`config.mk`:
```
export PLATFORM = sky130hd
export DESIGN_NAME = sorted_list_insert_engine
export DESIGN_NICKNAME = d
export VERILOG_FILES = /design/src/slie_pkg.sv /design/src/slie_cell.sv /design/src/sorted_list_insert_engine.sv
export SDC_FILE = /design/constraint.sdc
export NUM_CORES = 2
export LEC_CHECK = 0
export BUFFER_PORTS_ARGS = -buffer_cell sky130_fd_sc_hd__buf_2
export CELL_PAD_IN_SITES_DETAIL_PLACEMENT = 1
export CELL_PAD_IN_SITES_GLOBAL_PLACEMENT = 2
export CORE_MARGIN = 1.5
export CORE_UTILIZATION = 43
export CTS_CLUSTER_DIAMETER = 120
export DETAILED_ROUTE_END_ITERATION = 6
export PLACE_DENSITY = 0.88
export SLEW_MARGIN = 20
export SYNTH_ARGS = -nofsm -noshare
export SYNTH_HDL_FRONTEND = slang
export SYNTH_SLANG_ARGS = --single-unit
```
`constraint.sdc`:
```
create_clock -name clk -period 6.1 [get_ports clk]
set_input_delay 0.61 -clock clk [delete_from_list [all_inputs] [get_ports clk]]
set_output_delay 0.61 -clock clk [all_outputs]
set_load 0.05 [all_outputs]
```
`src/slie_pkg.sv`:
```
// Shared types and constants for the sorted list insert engine.
// Used by slie_cell, sorted_list_insert_engine and the testbench; no other dependencies.
`timescale 1ns / 1ps
`default_nettype none
package slie_pkg;

	// List geometry
	localparam int LIST_DEPTH = 16;
	localparam int CNT_W      = $clog2(LIST_DEPTH + 1);

	// Command codes
	localparam logic [1:0] CMD_INSERT = 2'd0;
	localparam logic [1:0] CMD_PUSH   = 2'd1;
	localparam logic [1:0] CMD_POP    = 2'd2;

	// Front value reported for an empty list
	localparam logic signed [31:0] EMPTY_FRONT = -32'sd1;

	typedef logic signed [31:0] data_t;

	// Per-cycle control broadcast to every cell
	typedef struct packed {
		logic   ins_en;   // insert or push that is taken
		logic   pop_en;   // pop that is taken
		data_t  new_val;  // value being placed
	} cell_ctl_t;

endpackage
`default_nettype wire

```
`src/slie_cell.sv`:
```
// One slot of the ordered list: holds a value, finds its own insert
// decision from a ripple flag and shifts with its neighbors. Uses slie_pkg.
`timescale 1ns / 1ps
`default_nettype none
module slie_cell (
	input  wire                  clk,
	input  slie_pkg::cell_ctl_t  ctl,
	input  wire                  occupied,   // slot lies below the entry count
	input  wire                  force_hit,  // push front: slot 0 takes the value
	input  wire                  found_in,   // insert point lies in an earlier slot
	input  slie_pkg::data_t      left_val,   // value of the slot in front
	input  slie_pkg::data_t      right_val,  // value of the slot behind
	output logic                 found_out,
	output slie_pkg::data_t      val
);

	slie_pkg::data_t val_q;
	logic            hit;

	// First slot that is free or holds a greater value takes the new entry; a push forces slot 0
	assign hit       = force_hit || !occupied || (val_q > ctl.new_val);
	assign found_out = found_in || hit;
	assign val       = val_q;

	// Slot storage: shift back behind the insert point, forward on pop
	always_ff @(posedge clk) begin
		if (ctl.ins_en) begin
			if (found_in) begin
				val_q <= left_val;
			end else if (hit) begin
				val_q <= ctl.new_val;
			end
		end else if (ctl.pop_en) begin
			val_q <= right_val;
		end
	end

endmodule
`default_nettype wire

```
`src/sorted_list_insert_engine.sv`:
```
// Top level of the sorted list insert engine: command decode, entry count,
// the row of slie_cell slots and the result register. Uses slie_pkg.
//
//  channel   handshake          fields
//  command   start & !busy      cmd, value
//  result    done (1 cycle)     front_value, list_empty, entry_count, dropped
//
// One command per cycle; busy stays low. The result appears in the cycle after
// the transfer, for that cycle only. The insert point is found in the same
// cycle by a flag that ripples through the row of cells.
// Reset clears the entry count, the result strobe and the dropped flag; slot
// contents are only read below the entry count. The receiver cannot stall results.
`timescale 1ns / 1ps
`default_nettype none
module sorted_list_insert_engine (
	input  wire                        clk,
	input  wire                        arst_n,
	input  wire                        start,
	output logic                       busy,
	input  wire  [1:0]                 cmd,
	input  wire  signed [31:0]         value,
	output logic                       done,
	output logic signed [31:0]         front_value,
	output logic                       list_empty,
	output logic [slie_pkg::CNT_W-1:0] entry_count,
	output logic                       dropped
);

	localparam int D = slie_pkg::LIST_DEPTH;

	logic [slie_pkg::CNT_W-1:0] count_q;
	logic                       done_q;
	logic                       dropped_q;
	logic                       xfer;
	logic                       full;
	logic                       is_ins;
	logic                       is_pop;
	logic                       drop;
	slie_pkg::cell_ctl_t        ctl;
	logic [D:0]                 found;
	slie_pkg::data_t            vals [D];

	assign busy = 1'b0;
	assign xfer = start && !busy;
	assign full = (count_q == slie_pkg::CNT_W'(D));

	// Command decode
	always_comb begin
		is_ins = 1'b0;
		is_pop = 1'b0;
		unique case (cmd) inside
			slie_pkg::CMD_INSERT, slie_pkg::CMD_PUSH: is_ins = 1'b1;
			slie_pkg::CMD_POP:                        is_pop = 1'b1;
			default:                                  ;
		endcase
	end

	assign drop = (is_ins && full) || (is_pop && count_q == '0);

	assign ctl.ins_en  = xfer && is_ins && !full;
	assign ctl.pop_en  = xfer && is_pop && count_q != '0;
	assign ctl.new_val = value;

	// Row of slots
	assign found[0] = 1'b0;
	for (genvar i = 0; i < D; i++) begin : g_cell
		slie_cell u_cell (
			.clk       (clk),
			.ctl       (ctl),
			.occupied  (slie_pkg::CNT_W'(i) < count_q),
			.force_hit ((i == 0) && (cmd == slie_pkg::CMD_PUSH)),
			.found_in  (found[i]),
			.left_val  ((i == 0) ? value : vals[(i == 0) ? 0 : i - 1]),
			.right_val ((i == D - 1) ? vals[i] : vals[(i == D - 1) ? i : i + 1]),
			.found_out (found[i+1]),
			.val       (vals[i])
		);
	end

	// Entry count and result strobe
	always_ff @(posedge clk or negedge arst_n) begin
		if (!arst_n) begin
			count_q   <= '0;
			done_q    <= 1'b0;
			dropped_q <= 1'b0;
		end else begin
			done_q <= xfer;
			if (xfer) begin
				dropped_q <= drop;
			end
			if (ctl.ins_en) begin
				count_q <= count_q + 1'b1;
			end else if (ctl.pop_en) begin
				count_q <= count_q - 1'b1;
			end
		end
	end

	// Result ports read the state left by the last transfer
	assign done        = done_q;
	assign list_empty  = (count_q == '0);
	assign front_value = list_empty ? slie_pkg::EMPTY_FRONT : vals[0];
	assign entry_count = count_q;
	assign dropped     = dropped_q;

`ifndef SYNTH
	// Count never passes the list depth
	a_count_bound: assert property (@(posedge clk) disable iff (!arst_n)
		count_q <= slie_pkg::CNT_W'(D))
		else $error("entry count above depth");

	// Every transfer gives one result in the next cycle
	a_done_follows: assert property (@(posedge clk) disable iff (!arst_n)
		xfer |=> done)
		else $error("missing result strobe");

	// A dropped command leaves the count alone
	a_drop_hold: assert property (@(posedge clk) disable iff (!arst_n)
		(xfer && drop) |=> $stable(count_q))
		else $error("dropped command changed the count");

	// A taken insert always finds a slot in the row
	a_slot_found: assert property (@(posedge clk) disable iff (!arst_n)
		ctl.ins_en |-> found[D])
		else $error("insert found no slot");
`endif

endmodule
`default_nettype wire

```
-- Word-level counts from Yosys, hierarchy flattened
Index checks and enable logic that the tools add are counted.
- flip-flop bits (word level): 519
- word-level logic and storage cells: 214
- bits of input ports: 37
- reductions and logical operators: 77
- $add $sub $neg: 2
- magnitude comparators: 32
- equality and inequality tests: 18
- muxes and demuxes: 66
- operators by type and width (operator ; number):
    2-to-1 mux 32 bit ; 62
    greater-than comparator 32 bit ; 16
    inequality test 3 x 1 -> 1 bit, second input constant ; 14
    < comparator 4 x 5 -> 1 bit, first input constant ; 8
    logical OR 1 bit ; 32
    AND reduction 2 bit ; 16
    < comparator 3 x 5 -> 1 bit, first input constant ; 4
    logical NOT 1 bit ; 17
    < comparator 1 x 5 -> 1 bit, first input constant ; 2
    < comparator 2 x 5 -> 1 bit, first input constant ; 2
    2-to-1 mux 5 bit ; 2
    logical AND 1 bit ; 6
    adder 5 x 1 -> 5 bit, second input constant ; 1
    == test 5 bit, second input constant ; 1
    logical NOT 5 bit ; 1
    nonzero test 5 bit ; 1
    subtractor 5 x 1 -> 5 bit, second input constant ; 1
    nonzero test 2 bit ; 2
    == test 2 x 1 -> 1 bit, second input constant ; 1
    == test 2 bit, second input constant ; 1
    logical NOT 2 bit ; 1
    2-to-1 mux 1 bit ; 2
    inequality test 2 x 1 -> 1 bit, second input constant ; 1
    OR reduction 2 bit ; 1

-- Longest topological paths before layout
- depth in word-level cells: 20
- mapped depth: 14

-- By module
From an unflattened synthesis, not the netlist that was laid out.
- cell total of the unflattened synthesis: 4245
- area total of the unflattened synthesis: 40491.3 sq um
- modules (own cells, without submodules) (module ; instances ; sequential area each (sq um) ; cells each ; area each (sq um)):
    slie_cell ; 16 ; 960.9 ; 258 ; 2476.1
    sorted_list_insert_engine ; 1 ; 175.2 ; 117 ; 873.3

-- Least setup slack after synthesis
OpenSTA, ideal clock, no wires.
- path kind: input to register
- from: input port value[14]
- to: register g_cell[5].u_cell.val_q[0], enable pin
- stages on the path: 10
- library setup time: 0.466 ns
- buffers on the path: 0
- slack: 0.609 ns
- arrival time: 5.025 ns
- required time: 5.634 ns
- cells stage by stage: inv_1 ha_1 a21oi_1 nand2_1 a221o_1 o31a_1 or3_1 nand4b_1 nor4_4 o21ai_0
- word-level cells in the longest chain between the ends: 8
- ends and longest elaborated chain (element ; RTL line ; text):
    start: declaration ; sorted_list_insert_engine.sv:21 ; input wire signed [31:0] value,
    greater-than comparator 32 bit ; slie_cell.sv:21 ; assign hit = force_hit || !occupied || (val_q > ctl.new_val);
    logical OR 1 bit ; slie_cell.sv:21 ;
    logical OR 1 bit (4 in a row) ; slie_cell.sv:22 ; assign found_out = found_in || hit;
    inequality test 3 x 1 -> 1 bit (no source line) * ; n/a ;
    AND reduction 2 bit (no source line) * ; n/a ;
    end signal: assignment ; slie_cell.sv:29 ; val_q <= left_val;
    end signal: assignment ; slie_cell.sv:31 ; val_q <= ctl.new_val;
    end signal: assignment ; slie_cell.sv:34 ; val_q <= right_val;
    end: declaration ; slie_cell.sv:17 ; slie_pkg::data_t val_q;
Every way passes the cells marked *; elsewhere a longest branch is shown, timed or not.
A chain may end at the register's enable or synchronous reset.

-- Final worst setup path
- from: input port value[11]
- to: register g_cell[14].u_cell.val_q[10], enable pin
- word-level cells in the longest chain between the ends: 17
- ends and longest elaborated chain (element ; RTL line):
    greater-than comparator 32 bit ; slie_cell.sv:21
    logical OR 1 bit ; slie_cell.sv:21
    logical OR 1 bit (13 in a row) ; slie_cell.sv:22
    inequality test 3 x 1 -> 1 bit (no source line) * ; n/a
    AND reduction 2 bit (no source line) * ; n/a
    end signal: assignment ; slie_cell.sv:29
    end signal: assignment ; slie_cell.sv:31
    end signal: assignment ; slie_cell.sv:34
    end: declaration ; slie_cell.sv:17
Marks and branches as above.

==> metrics.yaml <==
place:
  port_buffers: 76
  gp_congestion: 0.920
  dpl.hpwl_mm: 95.1
  dp.cells: 4937
  postPlaceCellArea_um2: 40100
layout:
  fin_nets: 4398
  layout.cells.non_filler: 5049
  drive_gt1_share_pct: 9.56
  final_core_util_pct: 48.3
  area_growth_pct: 11.2
  final_area_um2: 42000
worst_setup_path:
  r2r_end: "g_cell[5].u_cell.val[4]$_DFFE_PP_"
  cp.depth: 16
  crit_family: "simple AND/OR/NAND/NOR gates"
  worst-r2r-cell-count: 11
  slowest_delay_ns: 0.48
  endpoint_kind: "register"
  critPathBufInv: 5
  rrSetupSlack_ns: 1.35
  setup.worst_path.start_class: "primary input"
  crit_fanout: 27
  r2r_start: "entry_count[1]$_DFFE_PN0P_"
  crit_type: "primary input to register"
  cp_slowest_cell: "nor4_1"
  cp.arrival_ns: 5.37
  cp_data_required_time_ns: 6.50
  startpoint: "value[11]"
  path_cells: "buf_2, inv_1, buf_4, ha_1, nand4_1, nor4_1, a21boi_0, o31a_1, nor3_1, nand4b_1, nor4_4, nand3_2, nor4_4, buf_12, o21ai_4, buf_4"
  crit_end: "g_cell[14].u_cell.val[10]$_DFFE_PP_"
routing:
  wire_per_inst_um: 24.7
  wl_mm: 125
  drt_iter0_drc: 2603
  vias: 30506
  route.detailed.drc: 0
  ant_nets: 0
  via_per_inst: 6.04
  dr.pass1.iters: 6
die:
  rows: 108
  start_util_pct: 43.4
  die_area_um2: 89500
  die_width_um: 299
  num_io_pins: 78
  core_um2: 86900
  die-height_um: 299
flow_run:
  max-cap-violations: 0
synthesis:
  synthesis.nets: 4325
  synth_top_area_share_pct: 40.7
  synth.largest_area_cell: "edfxtp_1"
  synth_edf_count: 512
  syn_inst: 3773
  syn_area_um2: 37700
  avgSynthCellArea_um2: 10.0
  ys_ff_latch: 519
  netlist_top_cells_area: "edfxtp_1 (41%), ha_1 (17%), mux2i_1 (10%)"
  yosys_warnings: 0
  synthFlopType: "edfxtp_1"
  async_reset_ff_share_pct: 1.35
  ys_seq_area_share_pct: 41.2
  synth_cell_types: 71
clock_tree:
  cts.clk_slew.worst_paths_ns: 0.06
  cts_buffer_depth: 3
  ctsResizeCount: 0
  cts-htree-levels: 2
  post_cts_buffers: 0
  root_buffer: "clkbuf_16"
  cts_buffers: 61
  clock_latency_ns: 0.67
  clock_sinks: 519
  cts_tree: "built"
  ctsHoldBuffers: 1
grt:
  grtUsageTotal_pct: 27.6
  grt_pass1_vias: 31437
  grt_first_pass_wirelength_mm: 191
  grt-ovfl-total: 0
  antenna_found_initial: 1
  grt_max_degree: 140
worst_hold_path:
  worstHoldPathType: "primary input to register"
  hp-start: "start"
sta:
  drv_slew: 0
  finalSetupViolCount: 0
  rsz0062_at_grt: "false"
  fin_setup_tns_ns: 0
  tightest_slew_ns: 0.928
  fin_skew_ns: 0.0152
  period_share_pct: 81.6
  clock.fmax_mhz: 201
  maxSlewHeadroom_pct: 37.6
  period_minus_slack_ns: 4.98
  hold_violations: 0
pwr:
  p_leak_nw: 19.4
  peakVddDrop_uv: 333
  power_density_nw_per_um2: 301
run_status:
  outcome: "finished, final reports clean"
[cell usage after synthesis (4+ instances only)]
| master | instances |
|---|---|
| buf_1 | 9 |
| a31oi_1 | 7 |
| o31ai_1 | 5 |
| and4_1 | 14 |
| a221oi_1 | 5 |
| o21ai_0 | 410 |
| nor4_1 | 20 |
| and2_1 | 4 |
| nand4_1 | 99 |
| a21oi_1 | 347 |
| mux2_1 | 9 |
| ha_1 | 515 |
| mux2i_1 | 388 |
| o31a_1 | 5 |
| nand2_1 | 468 |
| o21a_1 | 12 |
| a211oi_1 | 26 |
| edfxtp_1 | 512 |
| mux2_4 | 20 |
| inv_1 | 77 |
| or2_2 | 32 |
| o22ai_1 | 4 |
| and3_1 | 4 |
| nor2b_1 | 23 |
| or4_1 | 7 |
| nor2_1 | 262 |
| dfrtp_1 | 7 |
| clkbuf_1 | 192 |
| a21o_1 | 73 |
| o221ai_1 | 8 |
| nand2b_1 | 9 |
| a2111oi_0 | 7 |
| nor3b_1 | 4 |
| nand3_1 | 53 |
| o211ai_1 | 23 |
| or3_1 | 8 |
| nor3_1 | 32 |
| a221o_1 | 7 |
| o41ai_1 | 4 |
[area by class of cell]
cell class              instances  area (µm²)
diodes                          1        2.50
repair buffers                216        1620
clock buffers                  88        1720
flip-flops and latches        519       15500
clock inverters                22         150
fillers                      9620       44900
well taps                    1155        1450
multi-input cells            2971       21200
inverters                      77         289
[worst register-to-register path, cell delays in order, from the launching register on]
cell	delay, ns
dfrtp_1	0.66
or3_1	0.60
o32ai_1	0.77
nor2_1	0.26
o2bb2ai_1	0.23
nor2_4	0.20
buf_4	0.62
nor3_1	0.25
nand2_2	0.15
buf_4	0.32
mux2i_1	0.30
o21ai_0	0.11
[cells in the final DEF, fill, tap and decap left out, drive strengths merged, types with 14 or more instances in the layout]
cell type  count
o21ai        412
or2           32
a21o          73
clkbuf        88
o211ai        23
edfxtp       512
mux2i        388
inv           78
nor3          32
buf          215
ha           515
and4          14
nor4          23
nand3         53
a21oi        347
nand2        468
a211oi        26
nor2b         23
nand4         99
mux2          32
clkinv        19
nor2         262
[state kept, by name, summed over array words and instances (netlist names)]
signal and flops:
g_cell.u_cell.val 512, dropped 1, done 1, entry_count 5
[through the flow]
stage	hold slack, ns	setup WS (ns)	power (mW)
finish	0.121	1.12	12.6
global route	0.119	0.934	13.2
CTS	0.0888	1.21	12.6
detailed placement	0.475	0.502	9.03
global placement	0.472	0.391	8.86
floorplan	0.314	0.609	7.59
[where the power goes]
part | switching (mW) | leakage [nW] | total (mW) | internal [mW]
clock | 1.58 | 0.917 | 3.60 | 2.02
sequential | 0.563 | 4.97 | 5.22 | 4.65
combinational | 2.45 | 13.5 | 3.80 | 1.36
[kinds of logic after synthesis]
kind of cell | after synthesis | share of synthesized area, %
buffers and inverters | 283 | 2.89
XOR/XNOR | 4 | 0.0929
multiplexers | 420 | 11.4
AND/OR/NAND/NOR | 1059 | 12.8
flip-flops | 519 | 41.2
AO/OA/AOI/OAI | 972 | 14.5
adder cells (fa/ha/maj) | 515 | 17.1
other | 1 | 0.00994
[per-layer routing]
metal	vias up	routed length, µm	GRT usage, %
met5	-	0	0
li1	14329	-	-
met1	15124	55100	36.9
met2	825	58300	45.4
met3	228	5590	2.75
met4	0	5810	12.0
[worst min-delay path by stage]
stage,end,cells past startpoint
floorplan,done$_DFF_PN0_,0
global placement,entry_count[2]$_DFFE_PN0P_,1
detailed placement,entry_count[4]$_DFFE_PN0P_,1
CTS,done$_DFF_PN0_,1
global route,done$_DFF_PN0_,1
finish,done$_DFF_PN0_,1
(Power assumes the default switching activity.)
